==> src/rtl/core/vlrd_pkg.sv <==
`timescale 1ns / 1ps
// ----------------------------------------------------------------------------
// vlrd_pkg
// types, codes and sizes shared by the varint length record deframer
// ----------------------------------------------------------------------------
package vlrd_pkg;

  localparam int LEN_BITS   = 24;
  localparam int COUNT_BITS = 16;

  localparam int BYTE_W    = 8;
  localparam int GROUP_W   = 7;
  localparam int SHIFT_W   = 5;
  localparam int SHIFT_MAX = (2 ** SHIFT_W) - 1;
  localparam int WIDE_W    = GROUP_W + SHIFT_MAX;
  localparam int GROUP_STEP = 7;
  localparam int MAXREC_W  = 16;
  localparam int OUT_LEN_W = 24;
  localparam int OUT_CNT_W = 16;

  localparam logic [BYTE_W-1:0] GROUP_MASK = 8'o177;
  localparam logic [BYTE_W-1:0] LAST_MASK  = 8'o200;
  localparam logic [MAXREC_W-1:0] MAXREC_RESET = '1;

  typedef enum logic [2:0] {
    PH_HEADER  = 3'b001,
    PH_PAYLOAD = 3'b010,
    PH_STOPPED = 3'b100
  } phase_e;

  typedef enum logic [2:0] {
    ST_RUN       = 3'd0,
    ST_CLEAN     = 3'd1,
    ST_TRUNC_HDR = 3'd2,
    ST_TRUNC_PAY = 3'd3,
    ST_OVERFLOW  = 3'd4,
    ST_LIMIT     = 3'd5
  } status_e;

  typedef struct packed {
    logic [BYTE_W-1:0] in_byte;
    logic              in_last;
  } item_t;

  typedef struct packed {
    phase_e                phase;
    logic [LEN_BITS-1:0]   length_accum;
    logic [SHIFT_W-1:0]    group_shift;
    logic [LEN_BITS-1:0]   bytes_left;
    logic [COUNT_BITS-1:0] count_done;
    status_e               held_status;
  } state_t;

  typedef struct packed {
    logic [BYTE_W-1:0]    out_byte;
    logic                 is_payload;
    logic                 record_end;
    logic [OUT_LEN_W-1:0] record_length;
    logic [OUT_CNT_W-1:0] record_count;
    status_e              status;
  } result_t;

endpackage

==> src/rtl/core/varint_length_record_deframer.sv <==
`timescale 1ns / 1ps
// ----------------------------------------------------------------------------
// varint_length_record_deframer
// splits a byte stream into records with little-endian 7-bit length headers
//
// channel  dir  handshake               payload
// in       in   in_valid_i/in_ready_o    in_byte_i, in_last_i
// out      out  out_valid_o/out_ready_i  out_byte_o .. out_status_o
// cfg      in   cfg_valid_i/cfg_ready_o  cfg_max_records_i
//
// one byte per cycle while the output is not stalled; a byte passes the input
// register and then the result register, and leaves when out_ready_i is high
// reset clears the parser state and sets max_records to 65535
// a stalled output holds its result while the input register still takes
// one more byte; parser state moves only when a result is loaded
// ----------------------------------------------------------------------------
module varint_length_record_deframer import vlrd_pkg::*; (
  input  logic                 clk_i,
  input  logic                 rst_ni,
  input  logic                 in_valid_i,
  output logic                 in_ready_o,
  input  logic [BYTE_W-1:0]    in_byte_i,
  input  logic                 in_last_i,
  output logic                 out_valid_o,
  input  logic                 out_ready_i,
  output logic [BYTE_W-1:0]    out_byte_o,
  output logic                 out_is_payload_o,
  output logic                 out_record_end_o,
  output logic [OUT_LEN_W-1:0] out_record_length_o,
  output logic [OUT_CNT_W-1:0] out_record_count_o,
  output logic [2:0]           out_status_o,
  input  logic                 cfg_valid_i,
  output logic                 cfg_ready_o,
  input  logic [MAXREC_W-1:0]  cfg_max_records_i
);

  logic                 item_valid;
  item_t                item;
  logic                 take;
  logic                 out_free;
  state_t               state_q, state_d;
  result_t              res_d, res_q;
  logic                 out_valid_q;
  logic [MAXREC_W-1:0]  max_records_q;

  assign out_free = !out_valid_q || out_ready_i;
  assign take     = item_valid && out_free;

  vlrd_in_stage u_in_stage (
    .clk_i        (clk_i),
    .rst_ni       (rst_ni),
    .in_valid_i   (in_valid_i),
    .in_ready_o   (in_ready_o),
    .in_byte_i    (in_byte_i),
    .in_last_i    (in_last_i),
    .take_i       (take),
    .item_valid_o (item_valid),
    .item_o       (item)
  );

  vlrd_step u_step (
    .item_i        (item),
    .state_i       (state_q),
    .max_records_i (max_records_q),
    .state_o       (state_d),
    .result_o      (res_d)
  );

  assign cfg_ready_o = 1'b1;

  always_ff @(posedge clk_i or negedge rst_ni) begin
    if (!rst_ni) begin
      max_records_q <= MAXREC_RESET;
    end else if (cfg_valid_i) begin
      max_records_q <= cfg_max_records_i;
    end
  end

  always_ff @(posedge clk_i or negedge rst_ni) begin
    if (!rst_ni) begin
      state_q.phase        <= PH_HEADER;
      state_q.length_accum <= '0;
      state_q.group_shift  <= '0;
      state_q.bytes_left   <= '0;
      state_q.count_done   <= '0;
      state_q.held_status  <= ST_RUN;
      out_valid_q          <= 1'b0;
    end else begin
      if (take) begin
        state_q <= state_d;
      end
      if (out_free) begin
        out_valid_q <= item_valid;
      end
    end
  end

  // result register
  always_ff @(posedge clk_i) begin
    if (take) begin
      res_q <= res_d;
    end
  end

  assign out_valid_o         = out_valid_q;
  assign out_byte_o          = res_q.out_byte;
  assign out_is_payload_o    = res_q.is_payload;
  assign out_record_end_o    = res_q.record_end;
  assign out_record_length_o = res_q.record_length;
  assign out_record_count_o  = res_q.record_count;
  assign out_status_o        = res_q.status;

endmodule

==> src/rtl/core/vlrd_in_stage.sv <==
`timescale 1ns / 1ps
// ----------------------------------------------------------------------------
// vlrd_in_stage
// input register; holds one byte transfer until the step stage takes it
// ----------------------------------------------------------------------------
module vlrd_in_stage import vlrd_pkg::*; (
  input  logic              clk_i,
  input  logic              rst_ni,
  input  logic              in_valid_i,
  output logic              in_ready_o,
  input  logic [BYTE_W-1:0] in_byte_i,
  input  logic              in_last_i,
  input  logic              take_i,
  output logic              item_valid_o,
  output item_t             item_o
);

  logic  valid_q, valid_d;
  item_t item_q;

  assign in_ready_o = !valid_q || take_i;

  always_comb begin
    valid_d = valid_q;
    if (in_ready_o) begin
      valid_d = in_valid_i;
    end
  end

  always_ff @(posedge clk_i or negedge rst_ni) begin
    if (!rst_ni) begin
      valid_q <= 1'b0;
    end else begin
      valid_q <= valid_d;
    end
  end

  always_ff @(posedge clk_i) begin
    if (in_ready_o && in_valid_i) begin
      item_q.in_byte <= in_byte_i;
      item_q.in_last <= in_last_i;
    end
  end

  assign item_valid_o = valid_q;
  assign item_o       = item_q;

endmodule

==> src/rtl/core/vlrd_step.sv <==
`timescale 1ns / 1ps
// ----------------------------------------------------------------------------
// vlrd_step
// per-byte parser update: next state and the result for one byte
// ----------------------------------------------------------------------------
module vlrd_step import vlrd_pkg::*; (
  input  item_t                item_i,
  input  state_t               state_i,
  input  logic [MAXREC_W-1:0]  max_records_i,
  output state_t               state_o,
  output result_t              result_o
);

  localparam logic [COUNT_BITS-1:0] CountMax = '1;

  logic [GROUP_W-1:0]   grp;
  logic [WIDE_W-1:0]    wide;
  logic [LEN_BITS-1:0]  len;
  logic [LEN_BITS-1:0]  left_dec;
  logic [SHIFT_W:0]     shift_sum;
  logic [31:0]          len_ext;
  logic [31:0]          cnt_ext;
  logic                 start;
  logic                 at_limit;
  logic                 overflow;
  logic [LEN_BITS-1:0]  rlen;
  logic                 payload;
  logic                 rend;
  state_t               nxt;

  assign grp       = GROUP_W'(item_i.in_byte & GROUP_MASK);
  assign wide      = {{(WIDE_W-GROUP_W){1'b0}}, grp} << state_i.group_shift;
  assign len       = state_i.length_accum | wide[LEN_BITS-1:0];
  assign left_dec  = state_i.bytes_left - LEN_BITS'(1);
  assign shift_sum = {1'b0, state_i.group_shift} + (SHIFT_W+1)'(GROUP_STEP);
  assign start     = (state_i.group_shift == '0) && (state_i.length_accum == '0);
  assign at_limit  = start && ((MAXREC_W'(state_i.count_done) >= max_records_i
                     && (COUNT_BITS <= MAXREC_W || (state_i.count_done >> MAXREC_W) == '0))
                     || ((COUNT_BITS > MAXREC_W) && (state_i.count_done >> MAXREC_W) != '0)
                     || state_i.count_done == CountMax);
  assign overflow  = (32'(state_i.group_shift) >= LEN_BITS) || ((wide >> LEN_BITS) != '0);

  always_comb begin
    nxt     = state_i;
    rlen    = '0;
    payload = 1'b0;
    rend    = 1'b0;
    case (state_i.phase)
      PH_HEADER: begin
        if (at_limit) begin
          nxt.phase       = PH_STOPPED;
          nxt.held_status = ST_LIMIT;
        end else if (overflow) begin
          nxt.phase       = PH_STOPPED;
          nxt.held_status = ST_OVERFLOW;
        end else if ((item_i.in_byte & LAST_MASK) != '0) begin
          rlen = len;
          if (len == '0) begin
            rend             = 1'b1;
            nxt.count_done   = state_i.count_done + COUNT_BITS'(1);
            nxt.length_accum = '0;
            nxt.group_shift  = '0;
            nxt.bytes_left   = '0;
            if (item_i.in_last) begin
              nxt.phase       = PH_STOPPED;
              nxt.held_status = ST_CLEAN;
            end
          end else if (item_i.in_last) begin
            nxt.phase       = PH_STOPPED;
            nxt.held_status = ST_TRUNC_PAY;
          end else begin
            nxt.phase        = PH_PAYLOAD;
            nxt.bytes_left   = len;
            nxt.length_accum = '0;
            nxt.group_shift  = '0;
          end
        end else if (item_i.in_last) begin
          nxt.phase       = PH_STOPPED;
          nxt.held_status = ST_TRUNC_HDR;
        end else begin
          nxt.length_accum = len;
          if (shift_sum > (SHIFT_W+1)'(SHIFT_MAX)) begin
            nxt.group_shift = SHIFT_W'(SHIFT_MAX);
          end else begin
            nxt.group_shift = shift_sum[SHIFT_W-1:0];
          end
        end
      end
      PH_PAYLOAD: begin
        payload        = 1'b1;
        nxt.bytes_left = left_dec;
        if (left_dec == '0) begin
          rend             = 1'b1;
          nxt.count_done   = state_i.count_done + COUNT_BITS'(1);
          nxt.phase        = PH_HEADER;
          nxt.length_accum = '0;
          nxt.group_shift  = '0;
          if (item_i.in_last) begin
            nxt.phase       = PH_STOPPED;
            nxt.held_status = ST_CLEAN;
          end
        end else if (item_i.in_last) begin
          nxt.phase       = PH_STOPPED;
          nxt.held_status = ST_TRUNC_PAY;
        end
      end
      default: begin
      end
    endcase
  end

  assign len_ext = 32'(rlen);
  assign cnt_ext = 32'(nxt.count_done);

  assign state_o                = nxt;
  assign result_o.out_byte      = item_i.in_byte;
  assign result_o.is_payload    = payload;
  assign result_o.record_end    = rend;
  assign result_o.record_length = len_ext[OUT_LEN_W-1:0];
  assign result_o.record_count  = cnt_ext[OUT_CNT_W-1:0];
  assign result_o.status        = (nxt.phase == PH_STOPPED) ? nxt.held_status : ST_RUN;

endmodule
==> config.mk <==
export PLATFORM = sky130hd
export DESIGN_NAME = varint_length_record_deframer
export DESIGN_NICKNAME = d
export VERILOG_FILES = /design/src/rtl/core/vlrd_pkg.sv /design/src/rtl/core/varint_length_record_deframer.sv /design/src/rtl/core/vlrd_in_stage.sv /design/src/rtl/core/vlrd_step.sv
export SDC_FILE = /design/constraint.sdc
export NUM_CORES = 1
export LEC_CHECK = 0
export ABC_AREA = 1
export BUFFER_PORTS_ARGS = -buffer_cell sky130_fd_sc_hd__buf_2
export CAP_MARGIN = 5
export CORE_ASPECT_RATIO = 0.8
export CORE_MARGIN = 8
export CORE_UTILIZATION = 49
export DETAILED_ROUTE_END_ITERATION = 8
export GPL_TIMING_DRIVEN = 0
export PLACE_DENSITY = 0.67
export SKIP_CTS_REPAIR_TIMING = 1
export SYNTH_ARGS = -nofsm -noshare
export SYNTH_HDL_FRONTEND = slang
export SYNTH_HIERARCHICAL = 1
export SYNTH_SLANG_ARGS = --single-unit
export TNS_END_PERCENT = 50
==> constraint.sdc <==
create_clock -name clk_i -period 4.42 [get_ports clk_i]
set_input_delay 0.442 -clock clk_i [delete_from_list [all_inputs] [get_ports clk_i]]
set_output_delay 0.442 -clock clk_i [all_outputs]
set_load 0.05 [all_outputs]
# Word-level counts from Yosys, hierarchy flattened
# Cells that the tools add are included.
classes:
  n_addsub: 3
  magnitude_cmp: 3
  n_eq_ne: 10
  shifts: 1
  muxes: 33
  bitwise_logic: 3
  n_reduce_logical: 19
op_table:
  columns: ["operator", "count"]
  rows:
  - ["$pmux 75 s2", 1]
  - ["$mux 69", 2]
  - ["$logic_not 24->1", 3]
  - ["$mux 29", 2]
  - ["$mux 56", 1]
  - ["$mux 53", 1]
  - ["$mux 3", 14]
  - ["$mux 40", 1]
  - ["$reduce_bool 38->1", 1]
  - ["$shl 7x5->38", 1]
  - ["$mux 16", 2]
  - ["$mux 32", 1]
  - ["$or 24x24->24", 1]
  - ["$sub 24x1->24 const B", 1]
  - ["$add 16x1->16 const B", 1]
  - ["$eq 16x16->1 const B", 1]
  - ["$ge 16x16->1", 1]
  - ["$reduce_and 7->1", 1]
  - ["$add 5x3->6 const B", 1]
  - ["$gt 6x5->1 const B", 1]
  - ["$mux 1", 6]
  - ["$ne 2x2->1 const B", 3]
  - ["$reduce_and 6->1", 1]
  - ["$ge 5x5->1 const B", 1]
  - ["other kinds (15)", 23]
totals:
  regBits: 155

# Logic depth before layout (Yosys ltp)
# Gate-level depths: netlist of run 1.
depth:
  word_depth: 9
  ltp_mapped: 23

# By module
# The synthesis of run 1 kept the hierarchy.
modules_own_cells:
  columns: ["module", "instances", "cells_each", "area_per_inst_um2", "seq_area_each_um2"]
  rows:
  - ["vlrd_step", 1, 1060, 5326.4, 0.0]
  - ["varint_length_record_deframer", 1, 452, 5225.0, 3915.0]
  - ["vlrd_in_stage", 1, 15, 315.3, 295.3]

# Least setup slack after synthesis of run 1
# OpenSTA, ideal clock, no wires.
synth_path:
  path_type: "reg-to-reg"
  from: "register out_valid_q (netlist: out_valid_o)"
  to: "register u_in_stage.item_q (netlist bit u_in_stage/item_o[0]), enable pin"
  t_arrival_ns: 2.903
  required_ns: 4.042
  setup_slack_ns: 1.139
  path_stages_with_launch: 8
  path_buffers: 2
  synth_period_minus_slack_ns: 3.281
  path_cell_list: "dfrtp_1 nand2_2 nand2_2 buf_4 buf_4 inv_1 inv_1 a21oi_1"
synth_via:
  elab_chain_cells: 5
synth_lines:
  columns: ["item", "line", "rtl"]
  rows:
  - ["start, declared", "varint_length_record_deframer.sv:43", "logic out_valid_q;"]
  - ["start signal, assigned", "varint_length_record_deframer.sv:93", "out_valid_q <= item_valid;"]
  - ["$logic_not 1->1", "varint_length_record_deframer.sv:46", "assign out_free = !out_valid_q || out_ready_i;"]
  - ["$logic_or 1x1->1", "varint_length_record_deframer.sv:46", null]
  - ["$logic_and 1x1->1", "varint_length_record_deframer.sv:47", "assign take = item_valid && out_free;"]
  - ["named net take", "varint_length_record_deframer.sv:39", "logic take;"]
  - ["$logic_or 1x1->1", "vlrd_in_stage.sv:21", "assign in_ready_o = !valid_q || take_i;"]
  - ["$logic_and 1x1->1", "vlrd_in_stage.sv:39", "if (in_ready_o && in_valid_i) begin"]
  - ["end, declared", "vlrd_in_stage.sv:19", "item_t item_q;"]
# The timed path passes the listed nets, and every way through them passes these cells.
# A chain may end at the register's enable or synchronous reset.

==> reports/qor.yml, run 1 <==
skew_ps: 12.0
synth_top_area_share_pct: 17.5
dpl_cell_area_um2: 11700
crit_path_cell_trace: "inv_1, ha_1, inv_1, nand2_1, nand2_1, nor2_1, nand2_1, nor2_1, nand3_1, nor2_1, nand3_1, nor2_1, nand2_2, inv_4, o21ai_1, nor2_2, buf_6, nand2_2, nand2_1, nand2_1, buf_4, nand3_1, nand2_1"
cts-root-buf: "clkbuf_16"
synthTopCellsByArea: "dfrtp_1, edfxtp_1, nand2_1"
drt-total-wl_um: 37200
first_iter_violations: 1390
drt-pass1-iter-count: 6
drc: 0
path_class: "reg -> reg"
cts-buffers-inserted: 17
max_freq_mhz: 270
design.core.area_um2: 21700
multi_input_area_um2: 5420
start_util_pct: 50.1
ys.warnings.count: 6
grt_pass1_wl_um: 58000
cts.htree.levels: 4
hp-class: "in -> async"
ios: 86
hold_viol_final: 0
rsz0062_at_grt: "false"
routabilityCongestion: 0.999
overflow: 0
synth_top_area_cell: "dfrtp_1"
cts.clk_slew.worst_paths_ps: 70
io_buffers: 84
setup_slack_ps: 718
post-place-ws_ps: 885
critPathSlowestCell: "dfrtp_1"
min_period_ps: 3700
outcome: "finished clean"
ys_ff_latch: 155
viasPerCell: 5.71
cts_tree: "yes"
worst_slew_pin_slew_ps: 975
synth.distinct_cells: 49
worst_ep_arrival_time_ps: 4030
async_flop_share_pct: 60.0
avgSynthCellArea_um2: 7.12
synthFlopType: "dfrtp_1"
cp-end-kind: "register"
worst_path_most_repeated_cell: "nand2_1"
max_slew_margin_pct: 35.0
synth_area_um2: 10900
die_y_um: 149
crit_buf_inv: 5
required_ps: 4750
grt_pass1_vias: 10200
power_uw: 3750
grt_usage_pct: 27.3
setup_tns_ps: 0
fin_nets: 1682
holdWs_ps: 4.20
antenna_found_initial: 0
cp-start-kind: "register"
critPathMaxStageDelay_ps: 420
clk_latency_ps: 440
synth_fp_nets: 1577
power_density_nw_per_um2: 306
ys_seq_area_share_pct: 38.7
maxCapViolCount: 0
finalSetupViolCount: 0
crit_family: "simple AND/OR/NAND/NOR gates"
syn_inst: 1527
cts_max_path_buffers: 2
fin_crit_sh_pct: 83.7
grt_max_degree: 58
peakVddDrop_mv: 0.272
final-seq-area_um2: 4210
fin_area_um2: 12300
ant_nets: 0
cp_max_fo: 10
p_leak_uw: 0.00593
diodes: 0
vias: 11100
die_w_um: 182
drive_gt1_share_pct: 16.1
area_growth_pct: 13.0
cts.sinks: 155
drv_slew: 0
wl_per_cell_um: 19.1
placement_rows: 48
fillers: 2156
die_area_um2: 27200
synth_edf_count: 62
hpwl_um: 27700
-- cell usage after synthesis (2+ instances only) --
cell / n
a31oi_1: 6
o21ai_0: 107
nand3_1: 167
nand3_2: 10
buf_6: 8
dfstp_2: 17
buf_4: 37
a22oi_1: 14
inv_1: 155
edfxtp_1: 62
buf_2: 20
nor3_2: 3
dfrtp_1: 76
nor4_1: 6
o211ai_1: 13
xnor2_1: 2
clkbuf_1: 37
nand2_4: 2
nand2_1: 448
nor2_2: 14
o22ai_1: 39
xor2_1: 9
nor2_1: 97
ha_1: 20
and2_1: 2
nor2_4: 5
nor3_1: 15
inv_4: 2
a21oi_2: 3
nand4_1: 27
a21oi_1: 41
nand3b_1: 3
inv_2: 5
nand2_2: 16
o21ai_1: 25
-- metrics by stage --
step / util (%) / instances
2_1_floorplan: - / 1527
3_3_place_gp: 53.8 / 1911
5_1_grt: 56.6 / 1945
3_5_place_dp: 54.0 / 1913
4_1_cts: 56.6 / 1945
6_report: 56.6 / 1945
-- report_power, final --
| group | switching (µW) | internal [µW] | total (µW) |
|---|---|---|---|
| logic | 542 | 147 | 690 |
| registers | 31.7 | 1600 | 1630 |
| clock network | 641 | 789 | 1430 |
-- path summary, 6_finish.rpt --
kind / start / to / slack (ps) / cells past startpoint
setup / recovery: state_q[19] / state_q[5] / 720 / 23
hold / removal: rst_ni / state_q[41] / 4 / 1
setup reg to reg: state_q[19] / state_q[5] / 720 / 23
hold reg to reg: max_records_q[10] / max_records_q[10] / 470 / 2
max in group asynchronous: rst_ni / max_records_q[7] / 3670 / 2
min in group clk_i: in_byte_i[5] / u_in_stage/item_o[6] / 180 / 1
-- layer usage --
layer	part of all wire [%]	global-route usage (%)	wire length, µm
met4	3.0	10.6	1120
met2	40	37.7	14900
met3	12	8.13	4310
met5	0	0	0
met1	45	39.1	16800
-- registers in the layout, indices dropped and copies added, names as in the netlist --
register	cells
out_is_payload_o	1
out_record_count_o	16
max_records_q	16
out_record_end_o	1
out_record_length_o	24
state_q	75
u_in_stage/item_valid_o	1
out_valid_o	1
out_status_o	3
out_byte_o	8
u_in_stage/item_o	9
-- kinds of logic (layout without fill, tap and decap cells) --
group / Yosys count / in the layout / share of synthesized area (%)
simple gates: 818 / 818 / 33.4
buf+inv: 267 / 385 / 11.3
compound gates: 254 / 254 / 13.2
flops: 155 / 155 / 38.7
fa+ha+maj: 20 / 20 / 2.30
xor+xnor: 12 / 12 / 1.04
other cells: 1 / 1 / 0.0345
-- placed cells by master (no fill, tap or decap), types with 3 or more instances in the layout --
cell type / n
nand2_1: 448
nand3_1: 167
inv_1: 154
o21ai_0: 107
buf_2: 103
nor2_1: 97
dfrtp_1: 76
edfxtp_1: 62
a21oi_1: 41
o22ai_1: 39
clkbuf_1: 38
buf_4: 38
nand4_1: 27
o21ai_1: 25
ha_1: 20
clkbuf_16: 17
dfstp_2: 17
nand2_2: 16
nor3_1: 15
nor2_2: 14
a22oi_1: 14
o211ai_1: 13
nand3_2: 10
xor2_1: 9
buf_6: 8
inv_2: 6
a31oi_1: 6
nor4_1: 6
nor2_4: 5
clkbuf_8: 4
inv_6: 4
inv_4: 4
nor3_2: 3
a21oi_2: 3
nand3b_1: 3
-- area by class of cell --
type | instances | share of cell area, %
clock inverter | 10 | 0.642
clock buffer | 22 | 3.94
inverter | 164 | 5.07
multi-input combinational | 1105 | 44.2
tap | 300 | 3.06
sequential | 155 | 34.3
timing repair buffer | 86 | 3.83
buffer | 103 | 4.97
Power figures use the tool's default switching activity.
==> run 2: changes to the inputs <==
ABC_AREA = 0   (was 1)
PLACE_DENSITY = 0.7   (was 0.67)
clock period = 3.07 ns   (was 4.42 ns; I/O delays follow)
==> run 2 against run 1 <==
The run now ends with setup timing left. Maximum frequency decreased by 9.8%. Synthesized cell count is 38% lower. Clock skew down 0.69 ps. Final area decreased by 0.71%. Count of clock-buffer cells in the layout fell by 4. Critical endpoint is now state_q[62]. Largest power group unchanged.
==> reports/qor.yml, run 2 <==
area_growth_pct: 26.1
power_density_nw_per_um2: 430  # +41%
ios: 86  # unchanged
skew_ps: 11.3  # -0.686 ps
cts.htree.levels: 4  # unchanged
drt-total-wl_um: 29300  # -21%
maxCapViolCount: 0  # unchanged
synth_area_um2: 9670  # -11%
fin_crit_sh_pct: 134  # +50 points
ys_seq_area_share_pct: 43.5  # +4.8 points
ys.warnings.count: 6  # unchanged
avgSynthCellArea_um2: 10.3  # +44%
crit_path_cell_trace: "buf_6, mux2_2, a222oi_1, buf_4, o21ai_4, or4_1, or4_4, o211a_1, buf_6, a21o_1, nor2_4, buf_6, nor2_1, mux2_4"
drv_slew: 0  # unchanged
max_freq_mhz: 244  # -9.8%
cp_max_fo: 10  # unchanged
final_common_cell: "buf_2"
path_class: "reg -> reg"
finalSetupViolCount: 91  # +91
fin_nets: 1129  # -33%
hp-class: "in -> reg"
synthTopCellsByArea: "dfrtp_1, edfxtp_1, mux2_2"
viasPerCell: 6.15  # +7.8%
grt_pass1_vias: 7545  # -26%
fillers: 1555  # -28%
outcome: "complete, but fails checks"
synth_commonest_cells: "nor2_1, dfrtp_1, edfxtp_1, mux2_2, nand2_1"
overflow: 0  # unchanged
cts_tree: "yes"
antenna_found_initial: 1  # +1
cts_max_path_buffers: 2  # unchanged
top_register: "state_q"
syn_inst: 941  # -38%
first_iter_violations: 980  # -29%
min_period_ps: 4100  # +403 ps
routabilityCongestion: 0.993  # -0.61%
die_area_um2: 24500  # -10%
cp-end-kind: "register"
required_ps: 3380  # -1370 ps
die_w_um: 173  # -5.2%
ys_ff_latch: 155  # unchanged
design.core.area_um2: 19600  # -9.7%
clk_latency_ps: 430  # about the same
synth_top_area_cell: "dfrtp_1"
fin_area_um2: 12200  # -0.71%
drc: 0  # unchanged
diodes: 0  # unchanged
grt_max_degree: 62  # +6.9%
cp-start-kind: "register"
async_flop_share_pct: 60.0  # unchanged
placement_rows: 46  # -4.2%
rsz0062_at_grt: "true"
worst_slew_pin_slew_ps: 1050  # +70.4 ps
finish.utilization_pct: 62.3  # +5.7 points
vias: 8343  # -25%
synth_fp_nets: 991  # -37%
p_leak_uw: 0.00540  # -9.0%
layout_common_cells: "buf_2, nor2_1, dfrtp_1"
hpwl_um: 20600  # -26%
wl_per_cell_um: 21.6  # +13%
cts-buffers-inserted: 17  # unchanged
drive_gt1_share_pct: 39.9  # +24 points
peakVddDrop_mv: 0.294  # +8.1%
critPathMaxStageDelay_ps: 570  # +150 ps
synth.distinct_cells: 80  # +63%
synth_top_area_share_pct: 19.7  # +2.2 points
max_slew_margin_pct: 29.3  # -5.7 points
ant_nets: 0  # unchanged
worst_path_most_repeated_cell: "buf_6"
setup_tns_ps: -70380  # -70380 ps
grt_pass1_wl_um: 43100  # -26%
worst_ep_arrival_time_ps: 4420  # +390 ps
cts.sinks: 155  # unchanged
synthFlopType: "dfrtp_1"
cts-root-buf: "clkbuf_16"
cts.clk_slew.worst_paths_ps: 70  # about the same
grt_usage_pct: 22.3  # -5.0 points
hold_viol_final: 0  # unchanged
drt-pass1-iter-count: 8  # +2
largest_reg_flops: 75  # unchanged
dpl_cell_area_um2: 10600  # -9.2%
start_util_pct: 49.4  # -0.72 points
setup_slack_ps: -1030  # -1750 ps
io_buffers: 83  # -1.2%
synth_edf_count: 62  # unchanged
violations: "setup timing"
critPathSlowestCell: "or4_4"
yosysMostFrequentCell: "nor2_1"
die_y_um: 142  # -5.1%
run 2: path summary, 6_finish.rpt:
| kind | startpoint | end | slack, ps | cells after the start |
|---|---|---|---|---|
| setup / recovery | state_q[43] | state_q[62] | -1030 | 14 |
| max in group asynchronous | rst_ni | max_records_q[12] | 1970 | 3 |
| hold / removal | in_byte_i[4] | u_in_stage/item_o[5] | 40 | 1 |
| min in group asynchronous | rst_ni | state_q[3] | 390 | 2 |
| hold reg to reg | state_q[25] | state_q[25] | 500 | 1 |
| setup reg to reg | state_q[43] | state_q[62] | -1030 | 14 |
run 2: area by class of cell:
cell class                      instances  area (µm²)  share of cell area [%]
Buffer                                 75         529                    4.34
Clock inverter                         14         191                    1.57
Clock buffer                           18         429                    3.52
Multi-Input combinational cell        671        5510                    45.2
Sequential cell                       155        4210                    34.5
Inverter                               30         119                   0.975
Tap cell                              264         330                    2.71
Timing Repair Buffer                  129         871                    7.15
run 2: power breakdown:
part           switching [µW]  leakage [µW]  total (µW)  internal (µW)
clock                     892      0.000295        2260           1370
sequential               38.4       0.00185        2310           2270
combinational             479       0.00325         677            197
run 2: stage by stage:
step	worst slack, ps	cells	hold WS, ps	total power (µW)
2_1_floorplan	-650	941	11.4	2810
3_3_place_gp	-1610	1288	484	3000
3_5_place_dp	-1570	1290	309	3010
4_1_cts	-1620	1322	-151	5270
5_1_grt	-1100	1356	29.3	5410
6_report	-1030	1356	44.7	5250
run 2: cell families (layout without fill, tap and decap cells):
kind of cell	Yosys count	count (layout)	share of synthesized area [%]
compound gates	200	200	14.0
xor+xnor	14	14	1.27
fa+ha+maj	20	20	2.59
buf+inv	115	266	6.39
flops	155	155	43.5
mux	112	112	14.8
other cells	1	1	0.0388
simple gates	324	324	17.4
run 2: routing by layer:
metal	GRT usage, %	vias up	routed length (µm)
li1	-	3754	-
met1	30.9	4059	12700
met2	32.3	457	12700
met3	7.52	71	3130
met4	7.02	2	715
met5	0	-	11
run 2: worst max-delay path: cells and delay by family, from the launching register on:
family	cells	cell delay [ps]
flops	1	410
compound gates	4	830
simple gates	4	1420
buf+inv	4	720
mux	2	620
